**src/hdl/terq_pkg.sv**
```systemverilog
// ----------------------------------------------------------------------------
// terq_pkg
// Types and codes shared by the timed event release queue.
// ----------------------------------------------------------------------------
package terq_pkg;

  localparam int unsigned QueueDepthDefault = 64;

  localparam int unsigned ScaleWidth  = 24;
  localparam int unsigned WindowWidth = 16;
  localparam int unsigned CfgWidth    = 24;
  localparam int unsigned OffsetWidth = 16;
  localparam int unsigned ProdWidth   = ScaleWidth + OffsetWidth;

  localparam logic [ScaleWidth-1:0]  ScaleReset  = 24'd1486;
  localparam logic [WindowWidth-1:0] WindowReset = 16'd200;

  localparam logic [0:0] CFG_SCALE  = 1'b0;
  localparam logic [0:0] CFG_WINDOW = 1'b1;

  localparam logic [1:0] MODE_ENQUEUE = 2'd0;
  localparam logic [1:0] MODE_TICK    = 2'd1;
  localparam logic [1:0] MODE_CLEAR   = 2'd2;

  localparam logic [1:0] KIND_SENT    = 2'd0;
  localparam logic [1:0] KIND_STALE   = 2'd1;
  localparam logic [1:0] KIND_REJECT  = 2'd2;

  typedef struct packed {
    logic [1:0]  mode;
    logic [31:0] start_ms;
    logic [15:0] sample_offset;
    logic [23:0] msg_bytes;
    logic [1:0]  msg_len;
    logic [31:0] now_ms;
  } terq_in_t;

  typedef struct packed {
    logic [1:0]  kind;
    logic [23:0] out_bytes;
    logic [1:0]  out_len;
    logic [31:0] event_ms;
  } terq_out_t;

  typedef struct packed {
    logic [31:0] event_ms;
    logic [23:0] msg_bytes;
    logic [1:0]  msg_len;
  } terq_entry_t;

  typedef struct packed {
    logic        insert;
    logic        pop;
    logic        clear;
    terq_entry_t new_entry;
  } terq_cell_ctl_t;

endpackage

```
**src/hdl/terq_time.sv**
```systemverilog
// ----------------------------------------------------------------------------
// terq_time
// Two-stage release time calculation: scale product, then rounding and add.
// ----------------------------------------------------------------------------
module terq_time
  import terq_pkg::*;
(
  input  logic                  clk_i,
  input  logic                  rst_ni,
  input  logic                  advance_i,
  input  logic                  in_valid_i,
  input  terq_in_t              in_data_i,
  input  logic [ScaleWidth-1:0] scale_i,
  output logic                  act_valid_o,
  output terq_in_t              act_data_o,
  output logic [31:0]           act_ms_o
);

  logic                 mul_valid_q;
  terq_in_t             mul_data_q;
  logic [ProdWidth-1:0] prod_q;
  logic                 act_valid_q;
  terq_in_t             act_data_q;
  logic [31:0]          act_ms_q;
  logic [ProdWidth:0]   rounded;
  logic [31:0]          act_ms_d;

  always_comb begin
    rounded  = {1'b0, prod_q} + (ProdWidth+1)'(32768);
    act_ms_d = mul_data_q.start_ms + 32'(rounded[ProdWidth:16]);
  end

  always_ff @(posedge clk_i or negedge rst_ni) begin
    if (!rst_ni) begin
      mul_valid_q <= 1'b0;
      act_valid_q <= 1'b0;
    end else if (advance_i) begin
      mul_valid_q <= in_valid_i;
      act_valid_q <= mul_valid_q;
    end
  end

  always_ff @(posedge clk_i) begin
    if (advance_i) begin
      mul_data_q <= in_data_i;
      prod_q     <= ProdWidth'(scale_i) * ProdWidth'(in_data_i.sample_offset);
      act_data_q <= mul_data_q;
      act_ms_q   <= act_ms_d;
    end
  end

  assign act_valid_o = act_valid_q;
  assign act_data_o  = act_data_q;
  assign act_ms_o    = act_ms_q;

endmodule

```
**config.mk**
```make
export PLATFORM = sky130hd
export DESIGN_NAME = terq_time
export DESIGN_NICKNAME = d
export VERILOG_FILES = /design/src/hdl/terq_pkg.sv /design/src/hdl/terq_time.sv
export SDC_FILE = /design/constraint.sdc
export NUM_CORES = 1
export LEC_CHECK = 0
export BUFFER_PORTS_ARGS = -buffer_cell sky130_fd_sc_hd__buf_2
export CAP_MARGIN = 20
export CORE_MARGIN = 3
export CORE_UTILIZATION = 60
export DETAILED_ROUTE_END_ITERATION = 10
export GPL_ROUTABILITY_DRIVEN = 0
export PLACE_DENSITY = 0.82
export SLEW_MARGIN = 40
export SYNTH_ARGS = -nofsm -noshare
export SYNTH_HDL_FRONTEND = slang
export SYNTH_SLANG_ARGS = --single-unit
```
**constraint.sdc**
```tcl
create_clock -name clk_i -period 4.91 [get_ports clk_i]
set_clock_uncertainty 0.2 [all_clocks]
set_input_delay 0.7365 -clock clk_i [delete_from_list [all_inputs] [get_ports clk_i]]
set_output_delay 0.7365 -clock clk_i [all_outputs]
set_load 0.05 [all_outputs]
```
# Yosys cells after proc, flatten, opt, wreduce, memory -nomap -nowiden
# Index checks and enable logic that the tools add are counted.
# op_classes
n_addsub,2
n_mul,1
# op_table
op,count
40-bit by 16-bit adder with 41-bit output (second input constant),1
24-bit by 16-bit multiplier with 40-bit output,1
32-bit by 25-bit adder with 32-bit output,1
# totals
out_inout_bits,141
ff_bits,290

# Logic depth before layout (Yosys ltp)
# Gate-level depths: netlist of run 1.
# depth
depth_word,2
ltp_mapped,23
depth_no_buf,22

# Worst setup path before layout of run 1
# Ideal clock, no wire load.
# synth_timing
kind,input to register
from,in scale_i[17]
to,"reg prod_q[25], data pin"
t_arrival_ns,6.043
t_required_ns,4.448
path_stages,21
n_path_buf,2
setup_slack_ns,-1.595
cell_sequence,clkbuf_1 nand2_1 fa_1 fa_1 fa_1 inv_1 fa_1 fa_1 inv_1 fa_1 inv_1 ha_1 buf_2 a21o_1 a21o_1 a21o_1 a21o_1 a221o_1 a21oi_1 o21bai_1 xor2_1
# synth_via
elab_chain_len,1
# synth_lines
item,line,rtl
start: declaration,terq_time.sv:13,"input logic [ScaleWidth-1:0] scale_i,"
24-bit by 16-bit multiplier with 40-bit output,terq_time.sv:46,prod_q <= ProdWidth'(scale_i) * ProdWidth'(in_data_i.sample_offset);
end signal: assignment,terq_time.sv:46,
end: declaration,terq_time.sv:21,logic [ProdWidth-1:0] prod_q;
# Every way passes these cells.
# A chain may end at the register's enable or synchronous reset.

# Worst setup path in the final report of run 1
# layout_timing
from,in scale_i[13]
to,"reg prod_q[35], data pin"
# The elaborated chain is that of the path after synthesis.

==> flow_summary.ini, run 1 <==
[synthesis]
synthXorXnorAreaFrac_pct = 2.760
fraction_of_the_mapped_netlist_area_in_simple_logic_gates_pct = 12.23
syn-cell-area_um2 = 22220
synthArstFlopShare_pct = 0.7273
yosys_register_bits = 275
share_of_the_synthesized_area_in_compound_gates_ao_oa_aoi_oai_pct = 5.277
synth_top_family_by_area = adder cells
per_instance_average_area_after_synthesis_um2 = 11.47
postSynthNetCount = 2514
synthCells = 1937
ys.flop_type = edfxtp_1
synthAdderAreaFrac_pct = 35.18
synth_enable_flop_cells = 273
synthMuxAreaShare_pct = 0.1521
synth_sequential_area_ratio_pct = 37.13
synth.lib_cells_used.distinct = 65
number_of_warnings_reported_in_the_yosys_synthesis_log = 0

[final_layout]
filler_cell_count = 2045
post-route-util_pct = 77.26
final_nets = 2965
final_cell_count_no_fill = 2874
post_route_cells_drive_above_1_share_pct = 29.95
mostFrequentLayoutCell = inv_1
layout_common_cells = inv_1 (324), fa_1 (274), edfxtp_1 (273)
syn_to_final_growth_pct = 25.20

[cts]
numClockSinks = 275
worst_skew_pair.late_latency_ns = 0.54
clock_tree.htree_level_count = 1
clock_tree_from_tritoncts = yes
cts-root-to-sink-buffers = 3
cts_root_buffer = clkbuf_16
cts.reportedPaths.clkPinSlew_ns = 0.07
cts_made_buffers = 28

[hold_path]
min-delay-path-class = in2reg

[grt]
first_global_vias = 17050
grt_remaining_overflow = 0
grtUsageTotal_pct = 28.08
antenna_violations_before_repair = 6
grt_start_max_net_pins = 109
grt_first_pass_wirelength_mm = 87.57

[sta]
fin_hold_ws_ns = 0.1670
endpoints_failing_hold = 0
slew_viol_final = 0
grt_setup_unrepaired = true
max_slew_margin_pct = 50.16
worst_slack_ns = -1.091
worstMarginPinSlew_ns = 0.7475
layout_worst_path_cycle_share_pct = 122.2
layout_min_cycle_time_ns = 6.001
max_clock_freq_mhz = 166.6
setup_viol = 25

[outcome]
status = finished, violations left
violated_checks = negative setup slack

[detailed_routing]
vias_per_cell = 5.685
wl_per_cell_um = 20.45
drt_iter0_markers = 1497
routed_wirelength_mm = 58.77
routed-via-count = 16340
drtPass1Iterations = 6
remaining_drc_errors = 0
drt.antenna.violating_nets = 0

[setup_path]
required_ns = 4.98
reg2reg_to = act_ms_o[31]$_DFFE_PP_
cp_max_fo = 8
critPathTopFamily = adder cells
timing.reg2reg.worst_path_depth = 15
crit_buf_inv = 5
data_arrival_critical_path_ns = 6.07
worst_setup_path_endpoint = prod_q[35]$_DFFE_PP_
crit_path_cell_trace = buf_8 -> and2_4 -> fa_1 -> inv_2 -> fa_2 -> fa_2 -> fa_1 -> inv_1 -> fa_1 -> inv_2 -> fa_1 -> inv_2 -> ha_4 -> a21o_1 -> a21o_1 -> a21o_1 -> a21o_1 -> a221o_2 -> a21oi_2 -> a211o_1 -> o311ai_2
cp-startpoint = scale_i[13]
critical-path-max-stage-delay_ns = 0.56
regToRegStartpoint = prod_q[19]$_DFFE_PP_
worst-r2r-setup-slack_ns = 0.46
critPathSlowestCell = fa_1
path_class = in2reg
critical_path.startpoint_type = input port
path_length_in_cells_of_the_critical_path = 21
timing.critical_path.to_type = flop

[floorplanning]
floorplan.die_area_um2 = 39370
fp-row-count = 69
core_region_area_um2 = 36000
die_span_in_x_um = 198.4
top_level_ports = 277
die_h_um = 198.4
start_util_pct = 61.71

[placed_design]
detailedPlace.worstSlack_ns = -1.894
detailed_place_hpwl_mm = 43.03
io_buffers = 276
dpl.cell_count = 2785

[run]
max_cap_violations = 0
## flip-flops by register name (all words and copies together), names as in the netlist
register,count
act_valid_o,1
prod_q,25
act_data_o,108
act_ms_o,32
mul_valid_q,1
mul_data_q,108
## synthesized netlist by cell type (4+ instances only)
cell type | instances | share of area, %
nor3_1 | 9 | 0.20
a211o_1 | 4 | 0.16
nand2_1 | 262 | 4.4
xnor2_1 | 53 | 2.1
a21o_1 | 27 | 0.91
nor2_1 | 27 | 0.46
and4_1 | 6 | 0.24
a21oi_1 | 55 | 1.2
a31oi_1 | 6 | 0.17
o21bai_1 | 10 | 0.34
clkbuf_1 | 68 | 1.1
inv_1 | 361 | 6.1
a211oi_1 | 7 | 0.24
nand2b_1 | 5 | 0.14
and2_1 | 163 | 4.6
edfxtp_1 | 273 | 37
o21ai_0 | 23 | 0.52
nor2b_1 | 8 | 0.23
nand3_1 | 25 | 0.56
and3_1 | 10 | 0.28
ha_1 | 135 | 7.6
fa_1 | 306 | 28
nand4_1 | 14 | 0.39
xor2_1 | 17 | 0.67
## cell families after synthesis
| family | Yosys count |
|---|---|
| DFF | 275 |
| AOI/OAI and AO/OA | 169 |
| muxes | 3 |
| and+or+nand+nor | 549 |
| adders and majority gates | 441 |
| xor gates and xnor gates | 70 |
| buffers and inverters | 430 |
## per-layer routing
| layer | wire length (um) | vias to the layer above | GRT usage [%] |
|---|---|---|---|
| met5 | 0 | - | 0 |
| met4 | 2477 | 0 | 9.214 |
| met3 | 6183 | 236 | 5.725 |
| met2 | 29340 | 976 | 49.53 |
| met1 | 20770 | 8026 | 35.04 |
| li1 | - | 7100 | - |
## metrics by stage
| stage | TNS (ns) | cell area, um^2 |
|---|---|---|
| floorplan | -29.68 | 22580 |
| detailed placement | -42.58 | 25480 |
| finish | -22.64 | 27810 |
| global route | -25.27 | 27810 |
| CTS | -19.59 | 27320 |
| global placement | -38.87 | 25480 |
## layout make-up
| class | count | area [um^2] | area share, % |
|---|---|---|---|
| clock inverter | 19 | 245.2 | 0.8817 |
| clock buffer | 30 | 729.5 | 2.623 |
| inverter | 361 | 1355 | 4.872 |
| sequential | 275 | 8248 | 29.65 |
| tap | 461 | 576.8 | 2.074 |
| timing repair buffer | 490 | 3643 | 13.10 |
| multi-input combinational | 1232 | 13000 | 46.74 |
| antenna | 6 | 15.01 | 0.05398 |
## how the worst min path moves through the flow
stage	from	end	slack (ns)	depth (start not counted)
global route	in_data_i[34]	mul_data_q[34]$_DFFE_PP_	0.15	1
floorplan	mul_data_q[0]$_DFFE_PP_	act_data_o[0]$_DFFE_PP_	0.20	0
detailed placement	mul_data_q[10]$_DFFE_PP_	act_data_o[10]$_DFFE_PP_	0.20	0
finish	in_data_i[34]	mul_data_q[34]$_DFFE_PP_	0.17	1
global placement	mul_data_q[9]$_DFFE_PP_	act_data_o[9]$_DFFE_PP_	0.20	0
CTS	in_data_i[81]	mul_data_q[81]$_DFFE_PP_	0.14	1
## repair_timing
action                                  4_1_cts  5_1_grt
gates resized for setup                     191       95
hold buffers                                  1        0
endpoints found under the setup margin       25       25
gates cloned                                  2        3
setup buffers                                18       12
pin swaps                                    99       69
endpoints found under the hold margin         2        0
## worst register-to-register path: stages, from the launching register on
cell and delay (ns):
edfxtp_1 0.39, and3_1 0.23, and4_1 0.27, and4_1 0.33, nand3_1 0.15, nor2_1 0.25, xor2_1 0.20, ha_1 0.36
a21oi_1 0.31, o21ai_0 0.14, a221o_1 0.35, a21o_1 0.18, a21o_1 0.18, a22oi_2 0.32, a211oi_1 0.16, xor2_1 0.17
Power of run 1 is left out: the tool's default activity adds up to more than one toggle a clock period on the data nets, which glitch-free logic cannot reach.
==> inputs of run 2 (changes only) <==
CORE_ASPECT_RATIO = 1.75   (was default)
REMOVE_ABC_BUFFERS = 1   (was default)
clock period = 7.63 ns   (was 4.91 ns; I/O delays follow)
==> run 2 against run 1 <==
Effect of this change:
- the run now ends clean
- highest routed layer unchanged
- register-to-register slack gained 2.8 ns
- core utilization decreased by 8.7 points
- final cell count down 7.1%
- sequential cell count unchanged
- non-clock buffer count shrank 205
- via count is 6.6% lower
==> flow_summary.ini, run 2 (same netlist as run 1, synthesis figures left out) <==
[final_layout]
mostFrequentLayoutCell = inv_1
post_route_cells_drive_above_1_share_pct = 15.48
final_nets = 2756
layout_common_cells = inv_1 (361), fa_1 (306), buf_2 (275)
syn_to_final_growth_pct = 11.84
final_cell_count_no_fill = 2669

[detailed_routing]
wl_per_cell_um = 19.82
m1WireLength_mm = 16.38
drtPass1Iterations = 7
drt_iter0_markers = 966
routed_wirelength_mm = 52.90
drt.antenna.violating_nets = 0
routed-via-count = 15260
dr_wl_met2_mm = 29.18
remaining_drc_errors = 0
met3_wirelength_mm = 3.431
highest_layer = met4
vias_per_cell = 5.719

[sta]
max_clock_freq_mhz = 142.1
endpoints_failing_hold = 0
max_slew_margin_pct = 52.21
finalSetupTns_ns = 0
worstMarginPinSlew_ns = 0.7094
slew_viol_final = 0
worst_slack_ns = 0.5918
layout_min_cycle_time_ns = 7.038
setup_viol = 0
layout_worst_path_cycle_share_pct = 92.24
fin_hold_ws_ns = 0.1661
grt_setup_unrepaired = false

[placed_design]
detailed_place_hpwl_mm = 41.19
detailedPlace.worstSlack_ns = 0.1037
dpl.cell_count = 2623
io_buffers = 276

[floorplanning]
fp-row-count = 92
start_util_pct = 61.27
core_region_area_um2 = 36260
floorplan.die_area_um2 = 39460
die_h_um = 260.5
top_level_ports = 277
die_span_in_x_um = 151.5

[setup_path]
cp_max_fo = 25
required_ns = 7.76
worst-r2r-setup-slack_ns = 3.28
path_class = in2reg
timing.critical_path.to_type = flop
critical_path.startpoint_type = input port
timing.reg2reg.worst_path_depth = 15
data_arrival_critical_path_ns = 7.17
reg2reg_to = act_ms_o[31]$_DFFE_PP_
regToRegStartpoint = prod_q[19]$_DFFE_PP_

[cts]
worst_skew_pair.late_latency_ns = 0.56
cts_made_buffers = 24
cts-root-to-sink-buffers = 3
cts_root_buffer = clkbuf_16
cts.reportedPaths.clkPinSlew_ns = 0.06
numClockSinks = 275
clock_tree_from_tritoncts = yes
clock_tree.htree_level_count = 1
postCtsHoldBufs = 0
cts_setup_buffers = 0
cts.repair.resized = 0

[outcome]
status = finished clean

[grt]
first_global_vias = 16490
grt_remaining_overflow = 0
grt_first_pass_wirelength_mm = 82.18
grtUsageTotal_pct = 27.01
antenna_violations_before_repair = 2
grt_start_max_net_pins = 122

[run]
max_cap_violations = 0

[hold_path]
min-delay-path-class = in2async
-- run 2: cell type report --
type	count	area (um^2)
multi-input cells	1232	12350
fillers	2586	11410
flip-flops and latches	275	8248
repair buffers	285	1491
inverters	361	1355
clock buffers	29	619.3
well taps	470	588.1
clock inverters	15	186.4
diodes	2	5.005
-- run 2: worst max-delay path by stage --
| stage | end | cells past startpoint | start |
|---|---|---|---|
| after floorplan | prod_q[25]$_DFFE_PP_ | 20 | scale_i[14] |
| after global placement | prod_q[33]$_DFFE_PP_ | 21 | in_data_i[59] |
| after detailed placement | prod_q[33]$_DFFE_PP_ | 20 | in_data_i[62] |
| after CTS | prod_q[33]$_DFFE_PP_ | 20 | in_data_i[62] |
| after global routing | prod_q[33]$_DFFE_PP_ | 20 | in_data_i[65] |
| final | prod_q[33]$_DFFE_PP_ | 20 | in_data_i[62] |
-- run 2: through the flow --
step	area (um^2)	utilization (%)
floorplan	21950	-
global placement	24010	66.21
detailed placement	24030	66.28
CTS	24840	68.51
global route	24850	68.52
finish	24850	68.52
-- run 2: critical path: stages --
cell	delay, ns
buf_2	0.44
nand2_1	0.17
fa_1	0.54
fa_1	0.51
fa_1	0.52
inv_1	0.06
fa_1	0.45
fa_1	0.56
inv_1	0.06
fa_1	0.48
inv_1	0.04
ha_1	0.33
a21o_1	0.23
a31oi_1	0.17
o21ai_0	0.12
a221o_1	0.36
o21bai_4	0.22
a21oi_2	0.11
or2_4	0.27
a311oi_1	0.37
-- run 2: per-layer routing --
metal | vias up | track usage, %
met2 | 786 | 50.56
met1 | 7563 | 27.79
li1 | 6657 | -
met3 | 258 | 3.023
met4 | 0 | 17.35
met5 | - | 0
Power of run 2 is left out for the same reason.
==> inputs of run 3 (changes only) <==
CORE_UTILIZATION = 28   (was 60)
PLACE_DENSITY = default   (was 0.82)
==> run 3 against run 2 <==
Effect of this change:
- cell area grew 3.7%
- register-to-register slack is essentially flat
- critical endpoint is now prod_q[25]$_DFFE_PP_
- first-iteration DRC count shrank 18%
==> flow_summary.ini, run 3 (same netlist as run 1, synthesis figures left out) <==
[detailed_routing]
routed_wirelength_mm = 58.01
drt_iter0_markers = 788
drt.antenna.violating_nets = 0
drtPass1Iterations = 5
wl_per_cell_um = 17.72
remaining_drc_errors = 0
routed-via-count = 14860
vias_per_cell = 4.540

[grt]
gr-usage-met1_pct = 13.68
grtUsageTotal_pct = 13.85
antenna_violations_before_repair = 13
grt_start_max_net_pins = 146
grt-busiest-layer = met2
grt_remaining_overflow = 0
grt_first_pass_wirelength_mm = 88.61
met2_layer_usage_reported_by_global_route_pct = 27.52
use_met3_pct = 1.978
first_global_vias = 15890

[setup_path]
critPathTopFamily = adder cells
data_arrival_critical_path_ns = 7.07
cp_max_fo = 20
regToRegStartpoint = prod_q[20]$_DFFE_PP_
critical_path.startpoint_type = input port
crit_buf_inv = 7
path_class = in2reg
critical_path.most_common_cell = fa_1
crit_path_cell_trace = buf_2 -> nand2_1 -> fa_1 -> inv_1 -> fa_1 -> inv_1 -> fa_1 -> inv_1 -> fa_1 -> fa_1 -> inv_1 -> fa_1 -> inv_1 -> ha_1 -> a21oi_1 -> o21bai_1 -> a21oi_1 -> nand4_1 -> a221o_1 -> buf_4 -> a21oi_1 -> o21bai_1 -> xor2_1
critPathSlowestCell = fa_1
timing.critical_path.to_type = flop
required_ns = 7.69
cp-startpoint = in_data_i[62]
critical-path-max-stage-delay_ns = 0.61

[final_layout]
layout_common_cells = inv_1 (361), fa_1 (306), buf_2 (275)
post_route_cells_drive_above_1_share_pct = 16.67
final_nets = 2785
mostFrequentLayoutCell = inv_1
syn_to_final_growth_pct = 16.01
finish.instance_area_um2 = 25770
multiInputGateArea_um2 = 12350
regArea_um2 = 8248
filler_cell_count = 7921

[placed_design]
io_buffers = 276
detailed_place.area_um2 = 24960
detailed_place_hpwl_mm = 47.44
detailedPlace.worstSlack_ns = 0.02194

[sta]
max_slew_margin_pct = 49.75
layout_min_cycle_time_ns = 7.011
finalSetupTns_ns = 0
fin_hold_ws_ns = 0.1874
worstMarginPinSlew_ns = 0.7538
slew_viol_final = 0
max_clock_freq_mhz = 142.6
grt_setup_unrepaired = false
worst_slack_ns = 0.6186
setup_viol = 0
layout_worst_path_cycle_share_pct = 91.89
endpoints_failing_hold = 0

[floorplanning]
floorplan.die_area_um2 = 82890
core_region_area_um2 = 78620
die_span_in_x_um = 218.9
fp-row-count = 136
start_util_pct = 28.26
top_level_ports = 277
die_h_um = 378.6

[cts]
cts.reportedPaths.clkPinSlew_ns = 0.06
numClockSinks = 275
cts-root-to-sink-buffers = 3
cts_made_buffers = 24
worst_skew_pair.late_latency_ns = 0.54
cts.repair.resized = 0
cts_setup_buffers = 0
clock_tree_from_tritoncts = yes
clock_tree.htree_level_count = 1
postCtsHoldBufs = 0
cts_root_buffer = clkbuf_16

[outcome]
status = finished clean

[hold_path]
min-delay-path-class = in2async

[run]
max_cap_violations = 0
run 3: cell count changes in the layout (fill, tap and decap cells not counted), sizes merged:
cell,change
buf,+29
diode,+10
clkbuf,+3
clkinv,-3
bufinv,-1
inv,+1
run 3: layer usage:
layer / share of wire [%] / vias up
met1: 33 / 7502
met3: 5.7 / 134
met2: 56 / 470
met4: 5.1 / 4
li1: - / 6749
met5: 0.047 / -
run 3: path summary, 6_finish.rpt:
kind,end,slack [ns],cells after the start
worst max-delay path,prod_q[25]$_DFFE_PP_,0.62,23
worst min-delay path,mul_valid_q$_DFFE_PN0P_,0.19,1
worst max register to register,act_ms_o[31]$_DFFE_PP_,3.27,15
worst min register to register,act_data_o[39]$_DFFE_PP_,0.22,0
max in group asynchronous,act_valid_o$_DFFE_PN0P_,6.95,1
min in group clk_i,act_data_o[39]$_DFFE_PP_,0.22,0
run 3: cell type report:
cell class / count / share of cell area, %
well taps: 1035 / 5.025
flip-flops and latches: 275 / 32.00
inverters: 361 / 5.258
clock inverters: 12 / 0.5049
repair buffers: 314 / 6.632
multi-input cells: 1232 / 47.93
diodes: 12 / 0.1165
clock buffers: 32 / 2.529
run 3: worst reg2reg max path: stages, from the launching register on:
cell and delay, ns:
edfxtp_1 0.44, and3_1 0.25, and4_1 0.27, and4_1 0.31
nand3_1 0.12, nor2_1 0.25, xor2_1 0.22, ha_1 0.36
a21oi_1 0.27, o21ai_0 0.14, a221o_1 0.36, a21o_1 0.19
a21o_1 0.18, a22oi_2 0.27, a211oi_1 0.13, xor2_1 0.15
run 3: per-stage QoR:
stage | std cells | util (%)
after global routing | 3265 | 32.76
after floorplan | 1868 | -
after detailed placement | 3217 | 31.75
after global placement | 3216 | 31.71
final | 3273 | 32.78
after CTS | 3261 | 32.74
Power of run 3 is left out for the same reason.
